**src/rtl/core/hdt_pkg.sv**
```systemverilog
// ----------------------------------------------------------------------------
// Histogram distance tracker package
// Shared types, field widths and operation codes of the tracker.
// ----------------------------------------------------------------------------
package hdt_pkg;

   localparam int DEGREE_BINS_DEFAULT = 1024;
   localparam int COUNT_BITS_DEFAULT  = 20;

   localparam int FUNC_BITS      = 2;
   localparam int IDX_BITS       = 10;
   localparam int CNT_FIELD_BITS = 20;
   localparam int ADDR_FIELD_BITS = IDX_BITS + 1;
   localparam int ERR_BITS       = 2;
   localparam int OP_BITS        = 2;

   localparam int SUM_BITS       = 64;
   localparam int SHOWN_BITS     = 50;
   localparam int ROOT_BITS      = 33;
   localparam int ROOT_STEPS     = 33;
   localparam int ROOT_X_BITS    = 2 * ROOT_STEPS;
   localparam int ROOT_REM_BITS  = ROOT_BITS + 2;
   localparam int ROOT_FRAC_PAD  = ROOT_X_BITS - SHOWN_BITS;
   localparam int STEP_BITS      = $clog2(ROOT_STEPS);

   localparam int QUEUE_DEPTH    = 2;

   localparam logic [FUNC_BITS-1:0] FUNC_WRITE_TARGET  = 2'd0;
   localparam logic [FUNC_BITS-1:0] FUNC_WRITE_CURRENT = 2'd1;
   localparam logic [FUNC_BITS-1:0] FUNC_MOVE          = 2'd2;

   localparam logic [ERR_BITS-1:0] ERR_OK        = 2'd0;
   localparam logic [ERR_BITS-1:0] ERR_RANGE     = 2'd1;
   localparam logic [ERR_BITS-1:0] ERR_UNDERFLOW = 2'd2;

   localparam logic [OP_BITS-1:0] OP_NOP           = 2'd0;
   localparam logic [OP_BITS-1:0] OP_WRITE_TARGET  = 2'd1;
   localparam logic [OP_BITS-1:0] OP_WRITE_CURRENT = 2'd2;
   localparam logic [OP_BITS-1:0] OP_MOVE          = 2'd3;

   typedef struct packed {
      logic [FUNC_BITS-1:0]      func;
      logic [IDX_BITS-1:0]       bin_index;
      logic [CNT_FIELD_BITS-1:0] bin_count;
      logic [IDX_BITS-1:0]       new_degree;
      logic                      direction;
   } req_type;

   typedef struct packed {
      logic [SHOWN_BITS-1:0] distance_squared;
      logic [ROOT_BITS-1:0]  distance_root;
      logic [ERR_BITS-1:0]   error_code;
   } rsp_type;

   typedef struct packed {
      logic [OP_BITS-1:0]         op;
      logic [ADDR_FIELD_BITS-1:0] first_addr;
      logic [ADDR_FIELD_BITS-1:0] second_addr;
      logic [CNT_FIELD_BITS-1:0]  value;
      logic [ERR_BITS-1:0]        err;
   } op_entry_type;

   typedef struct packed {
      logic full;
      logic empty;
   } queue_status_type;

   typedef struct packed {
      logic clearing;
   } back_status_type;

endpackage

```
**src/rtl/core/hdt_front.sv**
```systemverilog
// ----------------------------------------------------------------------------
// Histogram distance tracker front end
// Accepts request transactions, checks bin ranges, works out the old degree
// bin of a move and hands a decoded operation to the queue.
// ----------------------------------------------------------------------------
module hdt_front #(
   parameter int DEGREE_BINS = hdt_pkg::DEGREE_BINS_DEFAULT,
   parameter int COUNT_BITS  = hdt_pkg::COUNT_BITS_DEFAULT
) (
   input  logic                     req_valid,
   output logic                     req_stall,
   input  hdt_pkg::req_type         req_data,
   input  hdt_pkg::queue_status_type queue_status,
   input  hdt_pkg::back_status_type back_status,
   output logic                     push,
   output hdt_pkg::op_entry_type    push_entry
);

   import hdt_pkg::*;

   localparam logic [63:0] COUNT_MAX = (64'd1 << COUNT_BITS) - 64'd1;
   localparam logic [31:0] BINS = 32'(DEGREE_BINS);

   logic [CNT_FIELD_BITS-1:0]  sat_count;
   logic [ADDR_FIELD_BITS-1:0] old_degree;
   logic                       move_ok;

   assign req_stall = queue_status.full || back_status.clearing;
   assign push      = req_valid && !req_stall;

   always_comb begin
      sat_count = (64'(req_data.bin_count) > COUNT_MAX) ?
                  CNT_FIELD_BITS'(COUNT_MAX) : req_data.bin_count;
      if (req_data.direction) begin
         old_degree = {1'b0, req_data.new_degree} - ADDR_FIELD_BITS'(1);
         move_ok    = (32'(req_data.new_degree) < BINS) && (req_data.new_degree != '0);
      end else begin
         old_degree = {1'b0, req_data.new_degree} + ADDR_FIELD_BITS'(1);
         move_ok    = (32'(req_data.new_degree) < BINS) && (32'(old_degree) < BINS);
      end

      push_entry             = '0;
      push_entry.op          = OP_NOP;
      push_entry.err         = ERR_OK;
      push_entry.value       = sat_count;
      push_entry.first_addr  = {1'b0, req_data.bin_index};
      push_entry.second_addr = {1'b0, req_data.new_degree};

      unique case (req_data.func)
         FUNC_WRITE_TARGET, FUNC_WRITE_CURRENT: begin
            if (32'(req_data.bin_index) < BINS) begin
               push_entry.op = (req_data.func == FUNC_WRITE_TARGET) ?
                               OP_WRITE_TARGET : OP_WRITE_CURRENT;
            end else begin
               push_entry.err = ERR_RANGE;
            end
         end
         FUNC_MOVE: begin
            if (move_ok) begin
               push_entry.op         = OP_MOVE;
               push_entry.first_addr = old_degree;
            end else begin
               push_entry.err = ERR_RANGE;
            end
         end
         default: begin
            push_entry.op = OP_NOP;
         end
      endcase
   end

endmodule

```
**config.mk**
```make
export PLATFORM = sky130hd
export DESIGN_NAME = hdt_front
export DESIGN_NICKNAME = d
export VERILOG_FILES = /design/src/rtl/core/hdt_pkg.sv /design/src/rtl/core/hdt_front.sv
export SDC_FILE = /design/constraint.sdc
export NUM_CORES = 1
export LEC_CHECK = 0
export ABC_AREA = 1
export BUFFER_PORTS_ARGS = -buffer_cell sky130_fd_sc_hd__buf_2
export CORE_MARGIN = 5
export CORE_UTILIZATION = 40
export DETAILED_ROUTE_END_ITERATION = 10
export GPL_TIMING_DRIVEN = 1
export PLACE_DENSITY = 0.87
export RECOVER_POWER = 25
export SLEW_MARGIN = 40
export SYNTH_ARGS = -nofsm -noshare
export SYNTH_HDL_FRONTEND = slang
export SYNTH_SLANG_ARGS = --single-unit
```
**constraint.sdc**
```tcl
create_clock -name vclk -period 1.9
set_clock_uncertainty 0.1 [all_clocks]
set_input_delay 0.095 -clock vclk [all_inputs]
set_output_delay 0.095 -clock vclk [all_outputs]
set_load 0.005 [all_outputs]
```
==> flow_summary.ini <==
[outcome]
status = completed

[cells_and_area]
insertedDiodeCount = 0
nClkBuffers = 0
nFillCells = 283
regArea_um2 = 0
nets = 247
drive_above_1_share_pct = 31.8
final_cell_mix = buf_2, nand2_1, inv_1
area_growth_pct = 1.68
fin_cells = 223
final_common_cell = buf_2
post-route-util_pct = 43.6
seq_cells = 0

[placed_design]
dpl.hpwl_um = 1880
port_buffers = 52
globalplace.congestion = 0.799
post-place-cells = 223

[synth]
seq_area_frac_synth_pct = 0
avgSynthCellArea_um2 = 5.46
synth_top_area_share_pct = 24.8
yosys_warnings = 0
synthDistinctLibCells = 21
synth_cells = 177
syn_area_um2 = 967
synthTopCellsByArea = buf_4, nand2_1, inv_1
yosysTopAreaCell = buf_4

[timing]
fmax_mhz = 632
setup_viol = 0
final_hold_viol_count = 0
tns_ns = 0
rsz0062_at_grt = false
slew_violations = 0
fin_crit_ns = 1.58
fin_crit_sh_pct = 83.3

[clocking]
cts_resized = 0
post_cts_buffers = 0
hold_buffers = 0

[floorplanning]
rows = 17
dieArea_um2 = 3500
start_util_pct = 42.9
io_pins = 95
core-area_um2 = 2250
die_w_um = 59.2
die_h_um = 59.2

[global_route]
grt_overflow = 0
grt_pass1_wl_um = 3550
antenna_found_initial = 0
grt_util_met1_pct = 15.4
grt_pass1_vias = 866
met2_usage_pct = 22.7
grt_use_total_pct = 12.0
gr-usage-met3_pct = 1.09
grt_max_degree = 20
grt.busiest_layer = met2

[pwr]
ir_worst_vdd_v = 0.0000713
power_density_nw_per_um2 = 183
finalPower_mw = 0.180
power_leakage_nw = 0.680

[route]
wl_per_cell_um = 10.0
firstDrtPassIters = 4
drcViolationCount = 0
vias_per_cell = 4.52
drtIter0Drc = 15
vias = 1008
drtAntennaViolNets = 0
finalWirelength_um = 2240

[critical_path]
worstPathRequired_ns = 1.70
critical_path.endpoint_type = output pin
critical_path_class = in -> out
cp.arrival_ns = 1.39
crit_fanout = 19
crit_path_start_kind = input pin

[worst_hold_path]
hold_end = push_entry[12]
hold_start = req_data[21]
hp-class = in -> out
hold_depth = 0

[flow_run]
drv_cap = 0
-- stage by stage --
stage	area (um^2)	setup slack [ns]	hold slack, ns
floorplan	971	0.725	0.118
global placement	983	0.354	0.0900
detailed placement	983	0.296	0.0900
CTS	983	0.285	0.0900
global route	983	0.0951	0.0900
finish	983	0.317	0.0900
-- worst max-delay path by stage --
stage | start | to | slack, ns
after detailed placement | req_data[1] | push_entry[35] | 0.30
after floorplan | req_data[1] | push_entry[43] | 0.72
final | req_data[1] | push_entry[35] | 0.32
after global placement | req_data[1] | push_entry[34] | 0.35
after global routing | req_data[1] | push_entry[35] | 0.1
after CTS | req_data[1] | push_entry[35] | 0.29
-- area by class of cell --
type	count	area, um^2	share of cell area (%)
Timing Repair Buffer	52	260	26.5
Tap cell	28	35.0	3.56
Inverter	28	105	10.7
Multi-Input combinational cell	115	583	59.3
-- cells in the mapped netlist, types with 2 or more instances --
master / number
buf_4: 32
nor2_2: 3
inv_1: 28
nand3_1: 11
nand3b_4: 2
ha_1: 3
xor2_1: 4
o21ai_2: 3
nand2_1: 50
buf_6: 2
o21ai_0: 8
nor2_1: 20
nand4_1: 3
-- cell families (layout without fill, tap and decap cells) --
logic type / Yosys count / after routing / share of synthesized area, %
and+or+nand+nor: 93 / 93 / 43.9
buffers and inverters: 63 / 80 / 40.1
AOI/OAI and AO/OA: 13 / 13 / 8.15
xor gates and xnor gates: 4 / 4 / 3.62
adders and majority gates: 3 / 3 / 3.88
other: 1 / 2 / 0.388
-- worst max-delay path, stage by stage --
cell      delay [ns]
buf_2           0.14
ha_1            0.24
nand3_1         0.11
nor2_2          0.13
nand3_2         0.10
nand3b_4        0.23
nand2_1         0.07
o21ai_0         0.09
inv_1           0.06
buf_2           0.12
-- per-layer routing --
metal,vias up,share of wire (%)
li1,544,-
met1,427,42
met2,37,50
met3,0,8.1
met4,0,0
met5,-,0
-- report_power, final --
| group | switching [mW] | internal [mW] | total (mW) |
|---|---|---|---|
| clock network | 0 | 0 | 0 |
| registers | 0 | 0 | 0 |
| logic | 0.103 | 0.0770 | 0.180 |
No activity file was read; power rests on OpenSTA's default activity.
