**config.mk**
```make
export PLATFORM = sky130hd
export DESIGN_NAME = hdt_queue
export DESIGN_NICKNAME = d
export VERILOG_FILES = /design/src/rtl/core/hdt_pkg.sv /design/src/rtl/core/hdt_queue.sv
export SDC_FILE = /design/constraint.sdc
export NUM_CORES = 1
export LEC_CHECK = 0
export BUFFER_PORTS_ARGS = -buffer_cell sky130_fd_sc_hd__buf_2
export CAP_MARGIN = 20
export CORE_ASPECT_RATIO = 0.75
export CORE_MARGIN = 4
export CORE_UTILIZATION = 45
export CTS_BUF_LIST = sky130_fd_sc_hd__clkbuf_8
export DETAILED_ROUTE_END_ITERATION = 7
export PLACE_DENSITY = 0.79
export SYNTH_ARGS = -nofsm -noshare
export SYNTH_HDL_FRONTEND = slang
export SYNTH_SLANG_ARGS = --single-unit
export TNS_END_PERCENT = 50
```
**constraint.sdc**
```tcl
create_clock -name clock -period 3.6 [get_ports clock]
set_input_delay 0.36 -clock clock [delete_from_list [all_inputs] [get_ports clock]]
set_output_delay 0.36 -clock clock [all_outputs]
set_load 0.005 [all_outputs]
```
**src/rtl/core/hdt_pkg.sv**
```systemverilog
// ----------------------------------------------------------------------------
// Histogram distance tracker package
// Shared types, field widths and operation codes of the tracker.
// ----------------------------------------------------------------------------
package hdt_pkg;

   localparam int DEGREE_BINS_DEFAULT = 1024;
   localparam int COUNT_BITS_DEFAULT  = 20;

   localparam int FUNC_BITS      = 2;
   localparam int IDX_BITS       = 10;
   localparam int CNT_FIELD_BITS = 20;
   localparam int ADDR_FIELD_BITS = IDX_BITS + 1;
   localparam int ERR_BITS       = 2;
   localparam int OP_BITS        = 2;

   localparam int SUM_BITS       = 64;
   localparam int SHOWN_BITS     = 50;
   localparam int ROOT_BITS      = 33;
   localparam int ROOT_STEPS     = 33;
   localparam int ROOT_X_BITS    = 2 * ROOT_STEPS;
   localparam int ROOT_REM_BITS  = ROOT_BITS + 2;
   localparam int ROOT_FRAC_PAD  = ROOT_X_BITS - SHOWN_BITS;
   localparam int STEP_BITS      = $clog2(ROOT_STEPS);

   localparam int QUEUE_DEPTH    = 2;

   localparam logic [FUNC_BITS-1:0] FUNC_WRITE_TARGET  = 2'd0;
   localparam logic [FUNC_BITS-1:0] FUNC_WRITE_CURRENT = 2'd1;
   localparam logic [FUNC_BITS-1:0] FUNC_MOVE          = 2'd2;

   localparam logic [ERR_BITS-1:0] ERR_OK        = 2'd0;
   localparam logic [ERR_BITS-1:0] ERR_RANGE     = 2'd1;
   localparam logic [ERR_BITS-1:0] ERR_UNDERFLOW = 2'd2;

   localparam logic [OP_BITS-1:0] OP_NOP           = 2'd0;
   localparam logic [OP_BITS-1:0] OP_WRITE_TARGET  = 2'd1;
   localparam logic [OP_BITS-1:0] OP_WRITE_CURRENT = 2'd2;
   localparam logic [OP_BITS-1:0] OP_MOVE          = 2'd3;

   typedef struct packed {
      logic [FUNC_BITS-1:0]      func;
      logic [IDX_BITS-1:0]       bin_index;
      logic [CNT_FIELD_BITS-1:0] bin_count;
      logic [IDX_BITS-1:0]       new_degree;
      logic                      direction;
   } req_type;

   typedef struct packed {
      logic [SHOWN_BITS-1:0] distance_squared;
      logic [ROOT_BITS-1:0]  distance_root;
      logic [ERR_BITS-1:0]   error_code;
   } rsp_type;

   typedef struct packed {
      logic [OP_BITS-1:0]         op;
      logic [ADDR_FIELD_BITS-1:0] first_addr;
      logic [ADDR_FIELD_BITS-1:0] second_addr;
      logic [CNT_FIELD_BITS-1:0]  value;
      logic [ERR_BITS-1:0]        err;
   } op_entry_type;

   typedef struct packed {
      logic full;
      logic empty;
   } queue_status_type;

   typedef struct packed {
      logic clearing;
   } back_status_type;

endpackage

```
**src/rtl/core/hdt_queue.sv**
```systemverilog
// ----------------------------------------------------------------------------
// Histogram distance tracker operation queue
// A short FIFO of decoded operations between the front end and the back end.
// ----------------------------------------------------------------------------
module hdt_queue (
   input  logic                      clock,
   input  logic                      reset,
   input  logic                      push,
   input  hdt_pkg::op_entry_type     push_entry,
   input  logic                      pop,
   output hdt_pkg::op_entry_type     head_entry,
   output hdt_pkg::queue_status_type status
);

   import hdt_pkg::*;

   localparam int PTR_BITS   = $clog2(QUEUE_DEPTH);
   localparam int COUNT_W    = $clog2(QUEUE_DEPTH + 1);

   op_entry_type        entries_ff [QUEUE_DEPTH];
   logic [PTR_BITS-1:0] wr_ptr_ff, wr_ptr_in;
   logic [PTR_BITS-1:0] rd_ptr_ff, rd_ptr_in;
   logic [COUNT_W-1:0]  count_ff, count_in;
   logic                do_push, do_pop;

   assign status.full  = (count_ff == COUNT_W'(QUEUE_DEPTH));
   assign status.empty = (count_ff == '0);
   assign do_push      = push && !status.full;
   assign do_pop       = pop && !status.empty;
   assign head_entry   = entries_ff[rd_ptr_ff];

   always_comb begin
      wr_ptr_in = wr_ptr_ff;
      rd_ptr_in = rd_ptr_ff;
      count_in  = count_ff;
      if (do_push) begin
         wr_ptr_in = (wr_ptr_ff == PTR_BITS'(QUEUE_DEPTH - 1)) ? '0 : wr_ptr_ff + 1'b1;
      end
      if (do_pop) begin
         rd_ptr_in = (rd_ptr_ff == PTR_BITS'(QUEUE_DEPTH - 1)) ? '0 : rd_ptr_ff + 1'b1;
      end
      if (do_push && !do_pop) begin
         count_in = count_ff + 1'b1;
      end else if (do_pop && !do_push) begin
         count_in = count_ff - 1'b1;
      end
   end

   always_ff @(posedge clock) begin
      if (reset) begin
         wr_ptr_ff <= '0;
         rd_ptr_ff <= '0;
         count_ff  <= '0;
      end else begin
         wr_ptr_ff <= wr_ptr_in;
         rd_ptr_ff <= rd_ptr_in;
         count_ff  <= count_in;
      end
   end

   always_ff @(posedge clock) begin
      if (do_push) begin
         entries_ff[wr_ptr_ff] <= push_entry;
      end
   end

endmodule

```
==> results.ini, run 1 <==
[detailed_routing]
post_drt_wl_per_cell_microns = 15.4
drt_iter0_markers = 71
wirelength_mm = 5.84
vias_per_cell = 4.85
drt.antenna.violating_nets = 0
first_pass_iters = 5
drc = 0
vias = 1838

[synth]
syn-instance-count = 168
seq_area_frac_synth_pct = 81.0
ys_types = 14
synthesis.area_sq_um = 3530
synth-seq-cells = 97
syn_avg_cell_area_sq_um = 21.0
ys_warn_count = 0
syn_nets = 219

[worst_setup_path]
cp.depth = 3
cp_cell_sequence = buf_12, mux2_2, buf_2
crit_type = reg2out
cp_max_fo = 27
cp-start-kind = flip-flop
slowest_delay_ns = 0.65
cp-end-kind = output pin
arrival_ns = 1.77
worstPathRequired_ns = 3.24
cpMaxStageDelayCell = dfxtp_2
crit_family = flip-flops
path_buf_inv = 2
rr_worst_depth = 3

[sta]
fmax_mhz = 470
slew_viol_final = 0
period_share_pct = 59.1
fin_tns_setup_ns = 0
rsz0062_at_grt = false
fin_skew_ns = 0.00552
hold_viol_final = 0
maxSlewHeadroom_pct = 34.2
setup_violations = 0
period_needed_ns = 2.13
worstMarginPinSlew_ns = 0.986

[final_layout]
mostFrequentLayoutCells = buf_2 (97), edfxtp_1 (92), mux2_2 (46)
stdcell_count = 379
n_antenna_cell = 0
final_layout_size_suffix_gt1_share_pct = 58.3
layout_commonest_cell = buf_2
fillers = 625
nNetsFinal = 324
areaGrowthSynthToFinish_pct = 22.4

[floorplanning]
core_area_sq_um = 7500
chipWidth_microns = 110
die_y_microns = 84.7
rows = 27
die_area_sq_um = 9350
initial_core_util_pct = 47.1
ios = 98

[cts]
numCtsBuffers = 9
h-tree-depth = 3
cts_tree = done
numClockSinks = 97
clock_latency_ns = 0.35
postCtsResizedCells = 0
ctsHoldBuffers = 0
cts_setup_buffers = 0
clk_pin_slew_ns = 0.09
clock-root-buffer = clkbuf_8
cts_buffer_depth = 2

[global_route]
track_usage_pct = 12.9
grt_max_degree = 47
grt_pass1_wl_mm = 9.02
overflow = 0
antenna_found_initial = 0
grt_pass1_vias = 1898

[min_path]
hp-class = in2reg
hold_depth = 1

[pwr]
p_leak_nw = 1.61
power_density_nw_per_um2 = 636
irDropWorstVdd_mv = 0.351

[placement]
gp_congestion = 0.693
dpl.hpwl_mm = 3.79
dp.cells = 361
io_buffers = 97

[job]
drv_cap = 0

[outcome]
outcome = finished, final reports clean

## worst paths after layout
| kind | start | to | slack (ns) |
|---|---|---|---|
| worst max-delay path | flip-flop | head_entry[3] | 1.47 |
| worst min-delay path | push_entry[22] | entries_ff[1][22]$_DFFE_PP_ | 0.20 |
| worst max register to register | count_ff[0]$_SDFFE_PP0P_ | entries_ff[0][2]$_DFFE_PP_ | 1.59 |
| worst min register to register | wr_ptr_ff$_SDFFE_PP0P_ | wr_ptr_ff$_SDFFE_PP0P_ | 0.50 |
## flip-flops by register name, indices dropped and copies added, names as in the netlist, named ones only
name,flops
entries_ff,92
wr_ptr_ff,1
count_ff,2
rd_ptr_ff,1
## synth_stat cells (all sizes together)
master,count,area share (%)
dfxtp,5,2.8
buf,5,0.99
ha,1,0.35
a21oi,2,0.28
or3,2,0.35
and2,1,0.18
o21ai,3,0.42
inv,2,0.21
xor2,3,0.74
mux2,46,15
edfxtp,92,78
nor2b,1,0.25
nor2,5,0.53
## power by group
| part | internal (mW) | switching, mW | leakage, nW |
|---|---|---|---|
| Sequential | 1.42 | 0.0719 | 0.901 |
| Combinational | 0.361 | 0.311 | 0.628 |
| Clock | 0.243 | 0.343 | 0.0813 |
## layout make-up
cell class / count / area, sq um / area share (%)
Timing Repair Buffer: 99 / 533 / 12.3
Tap cell: 101 / 126 / 2.92
Clock inverter: 7 / 41.3 / 0.955
Inverter: 2 / 7.51 / 0.174
Multi-Input combinational cell: 64 / 629 / 14.6
Clock buffer: 9 / 124 / 2.86
Sequential cell: 97 / 2860 / 66.2
## through the flow
stage	area (sq um)	hold WS [ns]	total power, mW	util (%)	worst slack [ns]
after CTS	4280	0.176	2.77	57.0	1.20
after detailed placement	4110	0.487	2.18	54.8	1.54
after global placement	4110	0.467	2.16	54.8	1.58
after global routing	4330	0.166	2.92	57.7	1.37
final	4330	0.196	2.75	57.7	1.47
after floorplan	3530	0.429	1.91	-	1.47
## per-layer routing
| layer | vias to the layer above | routed length (microns) | global-route usage [%] |
|---|---|---|---|
| li1 | 862 | - | - |
| met1 | 892 | 2490 | 15.9 |
| met2 | 77 | 2810 | 20.4 |
| met3 | 7 | 483 | 5.07 |
| met4 | 0 | 59 | 5.37 |
| met5 | - | 0 | 0 |
## cell families after synthesis
kind of cell             synth area share, %
AO/OA/AOI/OAI                          0.708
XOR/XNOR                               0.744
adder cells (fa/ha/maj)                0.354
buffers and inverters                   1.20
flip-flops                              81.0
multiplexers                            14.7
AND/OR/NAND/NOR                         1.31
Power figures use the tool's default switching activity.
==> inputs of run 2 (changes only) <==
--- a/config.mk
+++ b/config.mk
@@ -5,6 +5,7 @@
 export SDC_FILE = /design/constraint.sdc
 export NUM_CORES = 1
 export LEC_CHECK = 0
+export ABC_AREA = 1
 export BUFFER_PORTS_ARGS = -buffer_cell sky130_fd_sc_hd__buf_2
 export CAP_MARGIN = 20
 export CORE_ASPECT_RATIO = 0.75
@@ -12,7 +13,7 @@
 export CORE_UTILIZATION = 45
 export CTS_BUF_LIST = sky130_fd_sc_hd__clkbuf_8
 export DETAILED_ROUTE_END_ITERATION = 7
-export PLACE_DENSITY = 0.79
+export PLACE_DENSITY = 0.81
 export SYNTH_ARGS = -nofsm -noshare
 export SYNTH_HDL_FRONTEND = slang
 export SYNTH_SLANG_ARGS = --single-unit
==> constraint.sdc (replaced) <==
create_clock -name clock -period 1.8 [get_ports clock]
set_input_delay 0.18 -clock clock [delete_from_list [all_inputs] [get_ports clock]]
set_output_delay 0.18 -clock clock [all_outputs]
set_load 0.005 [all_outputs]
==> run 2 against run 1 <==
Clock-buffer cell count stayed put. Synthesized area increased by 6.7%. Critical endpoint is now head_entry[37]. Synthesized cell count grew 7.1%. Sequential share of layout area fell by 6.5 points. Clock power is 120% higher. Core utilization up 2.1 points. Critical path type unchanged. Non-clock buffer count is 28 higher. Sequential cell count is the same. Worst setup slack got worse by 1.3 ns. Largest power group unchanged.
==> results.ini, run 2 <==
[synth]
synth-seq-cells = 97  ; unchanged
ys_types = 18  ; +4
syn_avg_cell_area_sq_um = 20.9  ; -0.45%
syn-instance-count = 180  ; +7.1%
synth_top_area_share_pct = 73.3  ; -4.9 points
synthArstFlopShare_pct = 0  ; unchanged
yosysTopAreaCell = edfxtp_1
synthMostInstantiatedCell = edfxtp_1
synth-edff-count = 92  ; unchanged
synth_commonest_cells = edfxtp_1 (92), mux2_4 (40), nor2_1 (9)
synthesis.area_sq_um = 3770  ; +6.7%
syn_nets = 231  ; +5.5%
ys_warn_count = 0  ; unchanged
seq_area_frac_synth_pct = 76.0  ; -5.1 points
ys.flop_type = edfxtp_1
synthTopCellsByArea = edfxtp_1 (73%), mux2_4 (16%), dfxtp_1 (2.7%)

[detailed_routing]
drt_iter0_markers = 45  ; -37%
drt.antenna.violating_nets = 0  ; unchanged
vias = 1957  ; +6.5%
wirelength_mm = 6.20  ; +6.1%
drc = 0  ; unchanged
first_pass_iters = 4  ; -1
post_drt_wl_per_cell_microns = 14.7  ; -4.9%
vias_per_cell = 4.63  ; -4.6%

[floorplanning]
chipWidth_microns = 114  ; +3.0%
core_area_sq_um = 8020  ; +7.0%
initial_core_util_pct = 47.0  ; -0.14 points
rows = 28  ; +3.7%
die_area_sq_um = 9920  ; +6.1%
die_y_microns = 87.3  ; +3.0%
ios = 98  ; unchanged

[final_layout]
fillers = 619  ; -0.96%
largest_register = entries_ff
nNetsFinal = 364  ; +12%
mostFrequentLayoutCells = buf_2 (97), edfxtp_1 (92), mux2_4 (40)
n_antenna_cell = 0  ; unchanged
reg_top3 = entries_ff x92, count_ff x2
largest_reg_flops = 92  ; unchanged
layout_commonest_cell = buf_2
stdcell_count = 423  ; +12%
areaGrowthSynthToFinish_pct = 27.2
final_layout_size_suffix_gt1_share_pct = 52.8  ; -5.4 points

[worst_setup_path]
arrival_ns = 1.44  ; -0.33 ns
cp-start-kind = flip-flop
cp_cell_sequence = buf_4, mux2_4, buf_2
crit_type = reg2out
worstPathRequired_ns = 1.62  ; -1.62 ns
slowest_delay_ns = 0.37  ; -0.28 ns
cpMaxStageDelayCell = dfxtp_2
cp-end-kind = output pin
cp_max_fo = 12  ; -56%

[sta]
fmax_mhz = 619
maxSlewHeadroom_pct = 76.3  ; +42 points
fin_tns_setup_ns = 0  ; unchanged
worst_slack_ns = 0.184  ; -1.29 ns
worstMarginPinSlew_ns = 0.356  ; -0.630 ns
hold_slack_ns = 0.0266  ; -0.169 ns
period_share_pct = 89.8
setup_violations = 0  ; unchanged
period_needed_ns = 1.62
rsz0062_at_grt = false
fin_skew_ns = 0.00653  ; +0.00101 ns
hold_viol_final = 0  ; unchanged
slew_viol_final = 0  ; unchanged

[global_route]
grt_pass1_vias = 1934  ; +1.9%
grt_max_degree = 26  ; -45%
overflow = 0  ; unchanged
antenna_found_initial = 0  ; unchanged
track_usage_pct = 12.4  ; -0.49 points
grt_pass1_wl_mm = 9.17  ; +1.7%

[cts]
clk_pin_slew_ns = 0.08  ; about the same
numCtsBuffers = 9  ; unchanged
postCtsResizedCells = 0  ; unchanged
cts_setup_buffers = 0  ; unchanged
cts_buffer_depth = 2  ; unchanged
h-tree-depth = 3  ; unchanged
clock-root-buffer = clkbuf_8
cts_tree = done
numClockSinks = 97  ; unchanged
clock_latency_ns = 0.34  ; about the same

[placement]
dp.cells = 384  ; +6.4%
dpl_worst_slack_ns = 0.193  ; -1.35 ns
dpl.hpwl_mm = 4.25  ; +12%
gp_congestion = 0.716  ; +3.3%
io_buffers = 97  ; unchanged

[pwr]
p_leak_nw = 1.91  ; +19%
power_density_nw_per_um2 = 1210  ; +91%
p_total_mw = 5.81  ; +110%
irDropWorstVdd_mv = 0.644  ; +84%

[job]
drv_cap = 0  ; unchanged

[outcome]
outcome = finished, final reports clean

[min_path]
hp-class = in2reg

[run 2: cell count changes after synthesis, moves of 2 or more]
cell and delta:
buf_12 +4, nand2_1 +4, or3_1 -2, mux2_2 -40, inv_1 +6, xor2_1 -3, buf_4 -4, mux2_4 +40
nor2_1 +4
[run 2: final cells by class]
cell class	count	area, sq um	share of cell area (%)
Multi-Input combinational cell	69	796	16.6
Tap cell	105	131	2.74
Timing Repair Buffer	127	781	16.3
Sequential cell	97	2860	59.7
Clock buffer	9	124	2.58
Inverter	9	33.8	0.705
Clock inverter	7	65.1	1.36
[run 2: timing repair]
action / 4_1_cts / 5_1_grt
hold buffers: 6 / 17
endpoints found under the hold margin: 11 / 34
setup endpoints to repair: 0 / 0
[run 2: report_power, final]
part / switching (mW) / internal, mW
sequential: 0.101 / 2.85
combinational: 0.717 / 0.848
clock: 0.669 / 0.630
total: 1.49 / 4.33
[run 2: final timing paths]
path	cells past startpoint	slack (ns)	startpoint	to
max	3	0.18	flip-flop	head_entry[37]
min	1	0.03	push_entry[1]	entries_ff[0][1]$_DFFE_PP_
max reg2reg	9	0.19	count_ff[1]$_SDFFE_PP0P_	count_ff[1]$_SDFFE_PP0P_
min reg2reg	2	0.55	wr_ptr_ff$_SDFFE_PP0P_	wr_ptr_ff$_SDFFE_PP0P_
[run 2: logic make-up after synthesis]
family | after synthesis | share of synthesized area [%]
buf+inv | 14 | 3.32
mux | 46 | 17.7
flops | 97 | 76.0
compound gates | 6 | 0.896
simple gates | 16 | 1.76
fa+ha+maj | 1 | 0.332
[run 2: per-layer routing]
metal  GRT usage, %  vias to the layer above  routed length (microns)  share of wire, %
met3           4.93                        8                      465               7.5
met1           15.0                      933                     2640                42
met4           4.26                        0                       79               1.3
met5              0                        -                        0                 0
met2           20.6                       70                     3020                49
li1               -                      946                        -                 -
[run 2: stage by stage]
step	utilization [%]	cell area, sq um
floorplan	-	3770
global placement	54.5	4380
detailed placement	54.5	4380
CTS	57.6	4620
global route	59.8	4790
finish	59.8	4790
[run 2: worst max-delay path, delay by kind of cell, from the launching register on]
family | cells | cell delay (ns)
DFF | 1 | 0.37
buffers and inverters | 2 | 0.39
muxes | 1 | 0.33
